[src/acmac_pkg.sv]
// Package for the AES-128 CMAC core: types, S-box and round helpers.
// No dependencies.
package acmac_pkg;

   localparam logic [7:0] CmacRb  = 8'h87;
   localparam logic [7:0] CmacPad = 8'h80;
   localparam int unsigned NumRounds = 10;

   typedef logic [127:0] blk_type;
   typedef logic [3:0]   rnd_type;

   function automatic logic [7:0] sbox(input logic [7:0] x);
      logic [7:0] r;
      case (x)
         8'h00: r=8'h63; 8'h01: r=8'h7c; 8'h02: r=8'h77; 8'h03: r=8'h7b;
         8'h04: r=8'hf2; 8'h05: r=8'h6b; 8'h06: r=8'h6f; 8'h07: r=8'hc5;
         8'h08: r=8'h30; 8'h09: r=8'h01; 8'h0a: r=8'h67; 8'h0b: r=8'h2b;
         8'h0c: r=8'hfe; 8'h0d: r=8'hd7; 8'h0e: r=8'hab; 8'h0f: r=8'h76;
         8'h10: r=8'hca; 8'h11: r=8'h82; 8'h12: r=8'hc9; 8'h13: r=8'h7d;
         8'h14: r=8'hfa; 8'h15: r=8'h59; 8'h16: r=8'h47; 8'h17: r=8'hf0;
         8'h18: r=8'had; 8'h19: r=8'hd4; 8'h1a: r=8'ha2; 8'h1b: r=8'haf;
         8'h1c: r=8'h9c; 8'h1d: r=8'ha4; 8'h1e: r=8'h72; 8'h1f: r=8'hc0;
         8'h20: r=8'hb7; 8'h21: r=8'hfd; 8'h22: r=8'h93; 8'h23: r=8'h26;
         8'h24: r=8'h36; 8'h25: r=8'h3f; 8'h26: r=8'hf7; 8'h27: r=8'hcc;
         8'h28: r=8'h34; 8'h29: r=8'ha5; 8'h2a: r=8'he5; 8'h2b: r=8'hf1;
         8'h2c: r=8'h71; 8'h2d: r=8'hd8; 8'h2e: r=8'h31; 8'h2f: r=8'h15;
         8'h30: r=8'h04; 8'h31: r=8'hc7; 8'h32: r=8'h23; 8'h33: r=8'hc3;
         8'h34: r=8'h18; 8'h35: r=8'h96; 8'h36: r=8'h05; 8'h37: r=8'h9a;
         8'h38: r=8'h07; 8'h39: r=8'h12; 8'h3a: r=8'h80; 8'h3b: r=8'he2;
         8'h3c: r=8'heb; 8'h3d: r=8'h27; 8'h3e: r=8'hb2; 8'h3f: r=8'h75;
         8'h40: r=8'h09; 8'h41: r=8'h83; 8'h42: r=8'h2c; 8'h43: r=8'h1a;
         8'h44: r=8'h1b; 8'h45: r=8'h6e; 8'h46: r=8'h5a; 8'h47: r=8'ha0;
         8'h48: r=8'h52; 8'h49: r=8'h3b; 8'h4a: r=8'hd6; 8'h4b: r=8'hb3;
         8'h4c: r=8'h29; 8'h4d: r=8'he3; 8'h4e: r=8'h2f; 8'h4f: r=8'h84;
         8'h50: r=8'h53; 8'h51: r=8'hd1; 8'h52: r=8'h00; 8'h53: r=8'hed;
         8'h54: r=8'h20; 8'h55: r=8'hfc; 8'h56: r=8'hb1; 8'h57: r=8'h5b;
         8'h58: r=8'h6a; 8'h59: r=8'hcb; 8'h5a: r=8'hbe; 8'h5b: r=8'h39;
         8'h5c: r=8'h4a; 8'h5d: r=8'h4c; 8'h5e: r=8'h58; 8'h5f: r=8'hcf;
         8'h60: r=8'hd0; 8'h61: r=8'hef; 8'h62: r=8'haa; 8'h63: r=8'hfb;
         8'h64: r=8'h43; 8'h65: r=8'h4d; 8'h66: r=8'h33; 8'h67: r=8'h85;
         8'h68: r=8'h45; 8'h69: r=8'hf9; 8'h6a: r=8'h02; 8'h6b: r=8'h7f;
         8'h6c: r=8'h50; 8'h6d: r=8'h3c; 8'h6e: r=8'h9f; 8'h6f: r=8'ha8;
         8'h70: r=8'h51; 8'h71: r=8'ha3; 8'h72: r=8'h40; 8'h73: r=8'h8f;
         8'h74: r=8'h92; 8'h75: r=8'h9d; 8'h76: r=8'h38; 8'h77: r=8'hf5;
         8'h78: r=8'hbc; 8'h79: r=8'hb6; 8'h7a: r=8'hda; 8'h7b: r=8'h21;
         8'h7c: r=8'h10; 8'h7d: r=8'hff; 8'h7e: r=8'hf3; 8'h7f: r=8'hd2;
         8'h80: r=8'hcd; 8'h81: r=8'h0c; 8'h82: r=8'h13; 8'h83: r=8'hec;
         8'h84: r=8'h5f; 8'h85: r=8'h97; 8'h86: r=8'h44; 8'h87: r=8'h17;
         8'h88: r=8'hc4; 8'h89: r=8'ha7; 8'h8a: r=8'h7e; 8'h8b: r=8'h3d;
         8'h8c: r=8'h64; 8'h8d: r=8'h5d; 8'h8e: r=8'h19; 8'h8f: r=8'h73;
         8'h90: r=8'h60; 8'h91: r=8'h81; 8'h92: r=8'h4f; 8'h93: r=8'hdc;
         8'h94: r=8'h22; 8'h95: r=8'h2a; 8'h96: r=8'h90; 8'h97: r=8'h88;
         8'h98: r=8'h46; 8'h99: r=8'hee; 8'h9a: r=8'hb8; 8'h9b: r=8'h14;
         8'h9c: r=8'hde; 8'h9d: r=8'h5e; 8'h9e: r=8'h0b; 8'h9f: r=8'hdb;
         8'ha0: r=8'he0; 8'ha1: r=8'h32; 8'ha2: r=8'h3a; 8'ha3: r=8'h0a;
         8'ha4: r=8'h49; 8'ha5: r=8'h06; 8'ha6: r=8'h24; 8'ha7: r=8'h5c;
         8'ha8: r=8'hc2; 8'ha9: r=8'hd3; 8'haa: r=8'hac; 8'hab: r=8'h62;
         8'hac: r=8'h91; 8'had: r=8'h95; 8'hae: r=8'he4; 8'haf: r=8'h79;
         8'hb0: r=8'he7; 8'hb1: r=8'hc8; 8'hb2: r=8'h37; 8'hb3: r=8'h6d;
         8'hb4: r=8'h8d; 8'hb5: r=8'hd5; 8'hb6: r=8'h4e; 8'hb7: r=8'ha9;
         8'hb8: r=8'h6c; 8'hb9: r=8'h56; 8'hba: r=8'hf4; 8'hbb: r=8'hea;
         8'hbc: r=8'h65; 8'hbd: r=8'h7a; 8'hbe: r=8'hae; 8'hbf: r=8'h08;
         8'hc0: r=8'hba; 8'hc1: r=8'h78; 8'hc2: r=8'h25; 8'hc3: r=8'h2e;
         8'hc4: r=8'h1c; 8'hc5: r=8'ha6; 8'hc6: r=8'hb4; 8'hc7: r=8'hc6;
         8'hc8: r=8'he8; 8'hc9: r=8'hdd; 8'hca: r=8'h74; 8'hcb: r=8'h1f;
         8'hcc: r=8'h4b; 8'hcd: r=8'hbd; 8'hce: r=8'h8b; 8'hcf: r=8'h8a;
         8'hd0: r=8'h70; 8'hd1: r=8'h3e; 8'hd2: r=8'hb5; 8'hd3: r=8'h66;
         8'hd4: r=8'h48; 8'hd5: r=8'h03; 8'hd6: r=8'hf6; 8'hd7: r=8'h0e;
         8'hd8: r=8'h61; 8'hd9: r=8'h35; 8'hda: r=8'h57; 8'hdb: r=8'hb9;
         8'hdc: r=8'h86; 8'hdd: r=8'hc1; 8'hde: r=8'h1d; 8'hdf: r=8'h9e;
         8'he0: r=8'he1; 8'he1: r=8'hf8; 8'he2: r=8'h98; 8'he3: r=8'h11;
         8'he4: r=8'h69; 8'he5: r=8'hd9; 8'he6: r=8'h8e; 8'he7: r=8'h94;
         8'he8: r=8'h9b; 8'he9: r=8'h1e; 8'hea: r=8'h87; 8'heb: r=8'he9;
         8'hec: r=8'hce; 8'hed: r=8'h55; 8'hee: r=8'h28; 8'hef: r=8'hdf;
         8'hf0: r=8'h8c; 8'hf1: r=8'ha1; 8'hf2: r=8'h89; 8'hf3: r=8'h0d;
         8'hf4: r=8'hbf; 8'hf5: r=8'he6; 8'hf6: r=8'h42; 8'hf7: r=8'h68;
         8'hf8: r=8'h41; 8'hf9: r=8'h99; 8'hfa: r=8'h2d; 8'hfb: r=8'h0f;
         8'hfc: r=8'hb0; 8'hfd: r=8'h54; 8'hfe: r=8'hbb; 8'hff: r=8'h16;
         default: r = 8'h00;
      endcase
      return r;
   endfunction

   function automatic logic [7:0] xtime(input logic [7:0] x);
      return {x[6:0], 1'b0} ^ (x[7] ? 8'h1b : 8'h00);
   endfunction

   // round constant for the key expansion step that makes round key rnd
   function automatic logic [7:0] rcon(input rnd_type rnd);
      logic [7:0] r;
      case (rnd)
         4'd1: r = 8'h01; 4'd2: r = 8'h02; 4'd3: r = 8'h04; 4'd4: r = 8'h08;
         4'd5: r = 8'h10; 4'd6: r = 8'h20; 4'd7: r = 8'h40; 4'd8: r = 8'h80;
         4'd9: r = 8'h1b; 4'd10: r = 8'h36;
         default: r = 8'h00;
      endcase
      return r;
   endfunction

   // byte i of a block sits at bits [127-8i -: 8]
   function automatic logic [7:0] get_byte(input blk_type b, input int i);
      return b[127 - 8*i -: 8];
   endfunction

   function automatic blk_type next_key(input blk_type k, input rnd_type rnd);
      logic [31:0] w0, w1, w2, w3, t;
      w0 = k[127:96]; w1 = k[95:64]; w2 = k[63:32]; w3 = k[31:0];
      t = {sbox(w3[23:16]) ^ rcon(rnd), sbox(w3[15:8]), sbox(w3[7:0]), sbox(w3[31:24])};
      w0 = w0 ^ t; w1 = w1 ^ w0; w2 = w2 ^ w1; w3 = w3 ^ w2;
      return {w0, w1, w2, w3};
   endfunction

   // SubBytes, ShiftRows and, unless final, MixColumns
   function automatic blk_type enc_round(input blk_type s, input logic final_rnd);
      logic [7:0] t [16];
      logic [7:0] a0, a1, a2, a3, al;
      blk_type o;
      for (int c = 0; c < 4; c++)
         for (int j = 0; j < 4; j++)
            t[j + 4*c] = sbox(get_byte(s, j + 4*((c + j) & 3)));
      for (int c = 0; c < 4; c++) begin
         a0 = t[4*c]; a1 = t[4*c+1]; a2 = t[4*c+2]; a3 = t[4*c+3];
         al = a0 ^ a1 ^ a2 ^ a3;
         if (!final_rnd) begin
            t[4*c]   = a0 ^ al ^ xtime(a0 ^ a1);
            t[4*c+1] = a1 ^ al ^ xtime(a1 ^ a2);
            t[4*c+2] = a2 ^ al ^ xtime(a2 ^ a3);
            t[4*c+3] = a3 ^ al ^ xtime(a3 ^ a0);
         end
      end
      for (int i = 0; i < 16; i++)
         o[127 - 8*i -: 8] = t[i];
      return o;
   endfunction

   function automatic blk_type dbl(input blk_type v);
      return {v[126:0], 1'b0} ^ (v[127] ? {120'd0, CmacRb} : 128'd0);
   endfunction

endpackage

[src/acmac_merge.sv]
// Merging stage: subkey derivation from L, padding and final-block XOR.
// Depends on acmac_pkg.
module acmac_merge import acmac_pkg::*; (
   input  blk_type     l_val,
   input  blk_type     chain,
   input  blk_type     blk,
   input  logic [4:0]  valid_bytes,
   input  logic        last_block,
   output blk_type     enc_in
);
   blk_type k1, k2, padded;
   logic full;

   assign k1   = dbl(l_val);
   assign k2   = dbl(k1);
   assign full = valid_bytes >= 5'd16;

   always_comb begin
      for (int i = 0; i < 16; i++) begin
         if (5'(i) < valid_bytes)
            padded[127 - 8*i -: 8] = blk[127 - 8*i -: 8];
         else if (5'(i) == valid_bytes)
            padded[127 - 8*i -: 8] = CmacPad;
         else
            padded[127 - 8*i -: 8] = 8'h00;
      end
      if (!last_block)
         enc_in = chain ^ blk;
      else if (full)
         enc_in = chain ^ blk ^ k1;
      else
         enc_in = chain ^ padded ^ k2;
   end
endmodule

[config.mk]
export PLATFORM = sky130hd
export DESIGN_NAME = acmac_merge
export DESIGN_NICKNAME = d
export VERILOG_FILES = /design/src/acmac_pkg.sv /design/src/acmac_merge.sv
export SDC_FILE = /design/constraint.sdc
export NUM_CORES = 1
export LEC_CHECK = 0
export ABC_AREA = 0
export BUFFER_PORTS_ARGS = -buffer_cell sky130_fd_sc_hd__buf_2
export CORE_AREA = 10 10 191 193
export DETAILED_ROUTE_END_ITERATION = 8
export DIE_AREA = 0 0 201 203
export PLACE_DENSITY_LB_ADDON = 0.1
export SLEW_MARGIN = 10
export SYNTH_ARGS = -nofsm -noshare
export SYNTH_HDL_FRONTEND = slang
export SYNTH_SLANG_ARGS = --single-unit
[constraint.sdc]
create_clock -name vclk -period 4.32
set_clock_uncertainty 0.1 [all_clocks]
set_input_delay 0.648 -clock vclk [all_inputs]
set_output_delay 0.648 -clock vclk [all_outputs]
set_load 0.03 [all_outputs]
* Word-level counts from Yosys, hierarchy flattened
Index checks and enable logic that the tools add are counted.
Storage, ports and cells: input bits 390, register bits 0, logic and storage cells 75, output and inout bits 128
Operators by class: multiplexer cells 36, reductions and logical operators 1, equality and inequality tests 15, magnitude comparators 17, bitwise logic cells 6
Operators with widths (number):
- $xor 128x128->128 | 4
- $mux 8 | 34
- $mux 128 | 2
- $xor 128x8->128 | 2
- $eq 4x5->1 const A | 8
- $lt 4x5->1 const A | 8
- $eq 3x5->1 const A | 4
- $lt 3x5->1 const A | 4
- $eq 2x5->1 const A | 2
- $lt 1x5->1 const A | 2
- $lt 2x5->1 const A | 2
- $eq 1x5->1 const A | 1
- $ge 5x5->1 const B | 1
- $logic_not 5->1 | 1

* Longest topological paths before layout
Gate-level depths: netlist of run 1.
depth in word-level cells 7, mapped depth 7, gate-level depth less buffers 4

* Worst setup path before layout of run 1
No wires, ideal clock.
kind input port to output port, from input valid_bytes[4], to output enc_in[117], path buffers 3, required time 3.572 ns, setup slack 1.082 ns, data arrival time 2.490 ns, cell stages on the path 7, path through buf_6 > or4_4 > buf_6 > buf_6 > nand2_2 > xnor2_1 > a221oi_1
On the way: longest elaborated chain between the ends 6, elaborated cells on any way between the ends 7, those cells by class order compare (2); mux (3); bitwise (2)
RTL lines:
- from (decl) | line acmac_merge.sv:7 | input logic [4:0] valid_bytes,
- $lt 1x5->1 | line acmac_merge.sv:20 | if (5'(i) < valid_bytes)
- $mux 8 | line acmac_merge.sv:20
- $xor 128x128->128 (2 in series) | line acmac_merge.sv:32 | enc_in = chain ^ padded ^ k2;
- $mux 128 (*) | line acmac_merge.sv:29 | else if (full)
- $mux 128 (*) | line acmac_merge.sv:27 | if (!last_block)
- to (decl) | line acmac_merge.sv:9 | output blk_type enc_in
Every way passes the cells marked *; elsewhere a longest branch is shown, timed or not.

* Final worst setup path of run 1
from input valid_bytes[3], to output enc_in[122]
The elaborated chain is that of the path after synthesis.

==> results.ini, run 1 <==
[outcome]
status = complete, no violations

[synth]
yosys_warnings = 0
synth_cells = 1132
synth_cell_type_count = 48
ys_seq_area_share_pct = 0
syn-num-nets = 1522
syn-cell-area_mm2 = 0.00758
syn_avg_cell_area_um2 = 6.70

[global_route]
grt_pass1_wl_um = 62900
grt_max_degree = 71
grt_antenna_before_repair = 16
gr-usage-all-layers_pct = 19.3
grt_pass1_vias = 10000
overflow = 0

[floorplan]
coreArea_mm2 = 0.0325
fp.dieW_um = 201
row_count = 66
die_area_mm2 = 0.0408
ios = 518
dieHeight_um = 203
start_util_pct = 23.4

[setup_path]
end_kind = output port
cp.arrival_ns = 2.60
start_kind = input pin
cp.required_ns = 3.57
critical_path_class = in -> out
cp_max_fo = 29

[cells_and_area]
mostFrequentLayoutCell = buf_2
fin_nets = 1975
multiInputGateArea_mm2 = 0.00724
regArea_um2 = 0
clkbuf_count = 0
flops_and_latches = 0
drive_above_1_share_pct = 38.3
area_delta_synth_final_pct = 39.5
final_cell_mix = buf_2, xnor2_1, xor2_1
n_fill_cell = 3682

[min_path]
hold_path.startpoint = chain[64]
hold_depth = 3
hold_end = enc_in[64]
hold_class = in -> out

[detailed_routing]
drc = 0
wl_per_cell_um = 21.1
first_pass_iters = 4
dr_total_vias = 9980
routed_via_density = 4.90
drt-total-wl_um = 42900
dr.first_iter.drc_count = 420
detail-route-antenna-nets = 0

[timing]
final.setup.worst_slack_ns = 0.976
grt_setup_unrepaired = false
slew_headroom_pct = 50.4
tightest_slew_ns = 0.743
maxSlewViolCount = 0
hold_viol = 0
final.period_utilization_pct = 77.4
max_freq_mhz = 299
fin_tns_setup_ns = 0
min_period_ns = 3.34
finalSetupViolCount = 0

[clock_network]
cts_resized = 0
post_cts_buffers = 0
ctsHoldBuffers = 0

[flow_run]
maxCapViolCount = 0

[place]
post-place-ws_ns = 0.962
port_buffers = 518
post-dp-hpwl_um = 35500
place.gp.congestion = 0.849

[power_and_ir_drop]
power_leakage_nw = 4.38
ir_worst_vdd_v = 0.0000688
power.total_mw = 1.78
powerDensity_mw_per_mm2 = 168

==> power by group <==
| part | switching [mW] | internal (mW) |
|---|---|---|
| clock | 0 | 0.000000310 |
| combinational | 1.10 | 0.672 |
| sequential | 0 | 0 |
| total | 1.10 | 0.672 |
==> cell usage after synthesis (all sizes together) (4+ instances only) <==
library cell	n	share of area [%]
a21oi	92	6.1
a221oi	35	4.0
a31oi	6	0.50
and3	4	0.33
buf	16	1.2
clkbuf	67	3.3
nand2	59	3.0
nand2b	7	0.58
nand3	134	8.8
nor2	43	2.1
o211ai	65	6.4
o21ai	104	6.9
o22ai	22	1.8
or3b	64	7.4
xnor2	222	26
xor2	150	17
==> worst max path at each step <==
stage	start	to	slack, ns	cells past startpoint
CTS	valid_bytes[3]	enc_in[122]	0.95	6
detailed placement	valid_bytes[3]	enc_in[122]	0.96	6
finish	valid_bytes[3]	enc_in[122]	0.98	6
floorplan	valid_bytes[4]	enc_in[117]	1.08	7
global placement	valid_bytes[3]	enc_in[122]	0.93	6
global route	valid_bytes[3]	enc_in[9]	0.85	6
==> final cells by class <==
| type | count | share of cell area [%] |
|---|---|---|
| repair buffers | 534 | 26.0 |
| inverters | 1 | 0.0355 |
| diodes | 10 | 0.237 |
| well taps | 442 | 5.23 |
| multi-input cells | 1048 | 68.5 |
==> through the flow <==
step / cells / util (%) / area, µm² / hold WS, ns
after floorplan: 1132 / - / 7580 / 1.37
after global routing: 2031 / 32.6 / 10600 / 1.51
after global placement: 2025 / 32.5 / 10600 / 1.50
after detailed placement: 2025 / 32.5 / 10600 / 1.51
after CTS: 2025 / 32.5 / 10600 / 1.51
final: 2035 / 32.6 / 10600 / 1.50
==> cell families (layout without fill, tap and decap cells) <==
| kind of cell | Yosys count | after routing | synth area share (%) |
|---|---|---|---|
| other cells | 0 | 10 | 0 |
| xor+xnor | 373 | 373 | 43.3 |
| mux | 3 | 3 | 0.396 |
| buf+inv | 84 | 535 | 4.56 |
| simple gates | 329 | 329 | 23.9 |
| compound gates | 343 | 343 | 27.8 |
==> worst max-delay path: stages <==
cell and delay (ns):
buf_2 0.28, or4_4 0.77, o21ai_1 0.21, xnor2_1 0.09
a211oi_1 0.32, buf_2 0.27
==> metal layers <==
metal	vias up	routed length (µm)	track usage [%]
met5	-	85	0
met4	16	639	2.95
met3	42	3400	5.75
met2	358	21400	35.2
met1	4557	17300	22.1
li1	5007	-	-
Note: power is estimated with default switching activity, not from simulation.
==> run 2: changes to the inputs <==
--- a/config.mk
+++ b/config.mk
@@ -5,11 +5,11 @@
 export SDC_FILE = /design/constraint.sdc
 export NUM_CORES = 1
 export LEC_CHECK = 0
-export ABC_AREA = 0
+export ABC_AREA = 1
 export BUFFER_PORTS_ARGS = -buffer_cell sky130_fd_sc_hd__buf_2
-export CORE_AREA = 10 10 191 193
+export CORE_AREA = 10 10 194 196
 export DETAILED_ROUTE_END_ITERATION = 8
-export DIE_AREA = 0 0 201 203
+export DIE_AREA = 0 0 204 206
 export PLACE_DENSITY_LB_ADDON = 0.1
 export SLEW_MARGIN = 10
 export SYNTH_ARGS = -nofsm -noshare
==> constraint.sdc (replaced) <==
create_clock -name vclk -period 3.1
set_clock_uncertainty 0.1 [all_clocks]
set_input_delay 0.465 -clock vclk [all_inputs]
set_output_delay 0.465 -clock vclk [all_outputs]
set_load 0.03 [all_outputs]
==> run 2 against run 1 <==
  * Synthesized area grew 21%
  * First-iteration DRC count grew 41%
  * Routed wire length grew 4.0%
  * Worst setup slack lost 0.66 ns
  * Cell area grew 16%
  * Clock-buffer cell count is the same
  * Critical path depth grew 3
  * Flip-flop and latch count is the same
  * Global-route usage grew 0.18 points
  * Synthesized cell count grew 63%
  * Total power grew 40%
  * Hold slack lost 0.22 ns
  * Critical path type unchanged
  * Highest routed layer unchanged
==> results.ini, run 2 <==
[outcome]
status = complete, no violations

[global_route]
grt_max_degree = 92
grt_pass1_vias = 12000
gr-usage-all-layers_pct = 19.5
grt_pass1_wl_um = 66300
overflow = 0
grt_antenna_before_repair = 17

[synth]
syn-num-nets = 2234
synth_cell_type_count = 30
ys_seq_area_share_pct = 0
yosysMostFrequentCell = nand2_1
synth_commonest_cells = nand2_1, inv_1, xor2_1
yosysTopAreaCell = nand2_1
yosys_warnings = 0
synth_cells = 1844
synth.area.top_cells = nand2_1, xor2_1, xnor2_1
synth_top_area_share_pct = 26.9
syn_avg_cell_area_um2 = 4.98
syn-cell-area_mm2 = 0.00918

[cells_and_area]
flops_and_latches = 0
regArea_um2 = 0
fin_nets = 2704
final_cell_mix = nand2_1, buf_2, inv_1
area_delta_synth_final_pct = 33.7
clkbuf_count = 0
drive_above_1_share_pct = 25.2
n_fill_cell = 3961
mostFrequentLayoutCell = nand2_1
multiInputGateArea_mm2 = 0.00803

[timing]
min_period_ns = 2.78
finalSetupViolCount = 0
slew_headroom_pct = 43.8
tightest_slew_ns = 0.837
fin_tns_setup_ns = 0
max_freq_mhz = 359
maxSlewViolCount = 0
grt_setup_unrepaired = false
hold_slack_ns = 1.28
hold_viol = 0
final.period_utilization_pct = 89.8

[setup_path]
cp_max_fo = 11
cp.required_ns = 2.53
worst_path_max_delay_cell = nor2_1
path_cells = buf_2 -> nand2_1 -> nor2_1 -> nand2_1 -> or2_2 -> nand2_1 -> o211ai_1 -> nand2_1 -> buf_2
max_stage_delay_ns = 0.41
timing.critical_path.from = valid_bytes[3]
end_kind = output port
cp.arrival_ns = 2.22
path_common_cell = nand2_1
start_kind = input pin
critical_path_class = in -> out

[floorplan]
fp.dieW_um = 204
coreArea_mm2 = 0.0339
ios = 518
row_count = 68
die_area_mm2 = 0.0420
start_util_pct = 27.0
dieHeight_um = 206

[min_path]
hold_class = in -> out
hold_depth = 5
hold_end = enc_in[57]
hold_path.startpoint = chain[57]

[detailed_routing]
first_pass_iters = 5
dr.first_iter.drc_count = 594
drc = 0
drt-total-wl_um = 44600
routed_via_density = 4.52
detail-route-antenna-nets = 0
dr_total_vias = 12600
wl_per_cell_um = 16.1

[place]
place.gp.congestion = 0.882
port_buffers = 518
post-dp-hpwl_um = 37400

[power_and_ir_drop]
ir_worst_vdd_v = 0.000101
power.total_mw = 2.49
powerDensity_mw_per_mm2 = 203
power_leakage_nw = 7.38

[clock_network]
ctsHoldBuffers = 0
cts_resized = 0
post_cts_buffers = 0

[flow_run]
maxCapViolCount = 0

## run 2: cell types whose count changed after synthesis, sizes merged, moves of 22 or more
cell | previous run | this run
clkbuf | 67 | 30
xor2 | 150 | 188
a221oi | 35 | 0
inv | 1 | 230
buf | 16 | 38
a21oi | 92 | 57
or3b | 64 | 0
nor2 | 43 | 137
xnor2 | 222 | 100
o21ai | 104 | 161
or2 | 2 | 34
o211ai | 65 | 4
nand2 | 59 | 660
## run 2: worst max path at each step
stage	end	cells past startpoint
2_1_floorplan	enc_in[99]	5
4_1_cts	enc_in[109]	11
5_1_grt	enc_in[109]	11
3_3_place_gp	enc_in[109]	11
6_report	enc_in[13]	9
3_5_place_dp	enc_in[109]	11
## run 2: critical path: cells and delay by family
family	cells	cell delay [ns]
compound gates	1	0.07
buf+inv	2	0.47
simple gates	6	1.20
## run 2: cell families after synthesis
group	share of synthesized area, %
AO/OA/AOI/OAI	15.7
XOR/XNOR	27.5
buffers and inverters	12.6
AND/OR/NAND/NOR	44.3
## run 2: per-stage QoR
stage	instance area (µm²)	std cells	setup slack [ns]	util [%]
6_report	12300	2777	0.316	36.2
5_1_grt	12300	2775	0.0705	36.1
4_1_cts	12300	2767	0.268	36.1
3_5_place_dp	12300	2767	0.276	36.1
3_3_place_gp	12300	2767	0.300	36.1
2_1_floorplan	9180	1844	0.606	-
## run 2: final cells by class
cell class | instances | share of cell area (%)
Antenna cell | 10 | 0.204
Inverter | 230 | 7.05
Multi-Input combinational cell | 1546 | 65.4
Tap cell | 455 | 4.64
Timing Repair Buffer | 536 | 22.7
## run 2: layer usage
layer  wire (µm)  track usage (%)  vias to the layer above
met5         117                0                        -
met4         669             3.44                       18
met3        3130             4.69                       45
met2       22100             35.7                      333
met1       18600             22.7                     5492
li1            -                -                     6664
## run 2: where the power goes
part / switching [mW] / internal (mW) / total (mW) / leakage (nW)
clock network: 0 / 0.000000432 / 0.000000432 / 0.0000634
logic: 1.60 / 0.890 / 2.49 / 7.38
registers: 0 / 0 / 0 / 0
total: 1.60 / 0.890 / 2.49 / 7.38
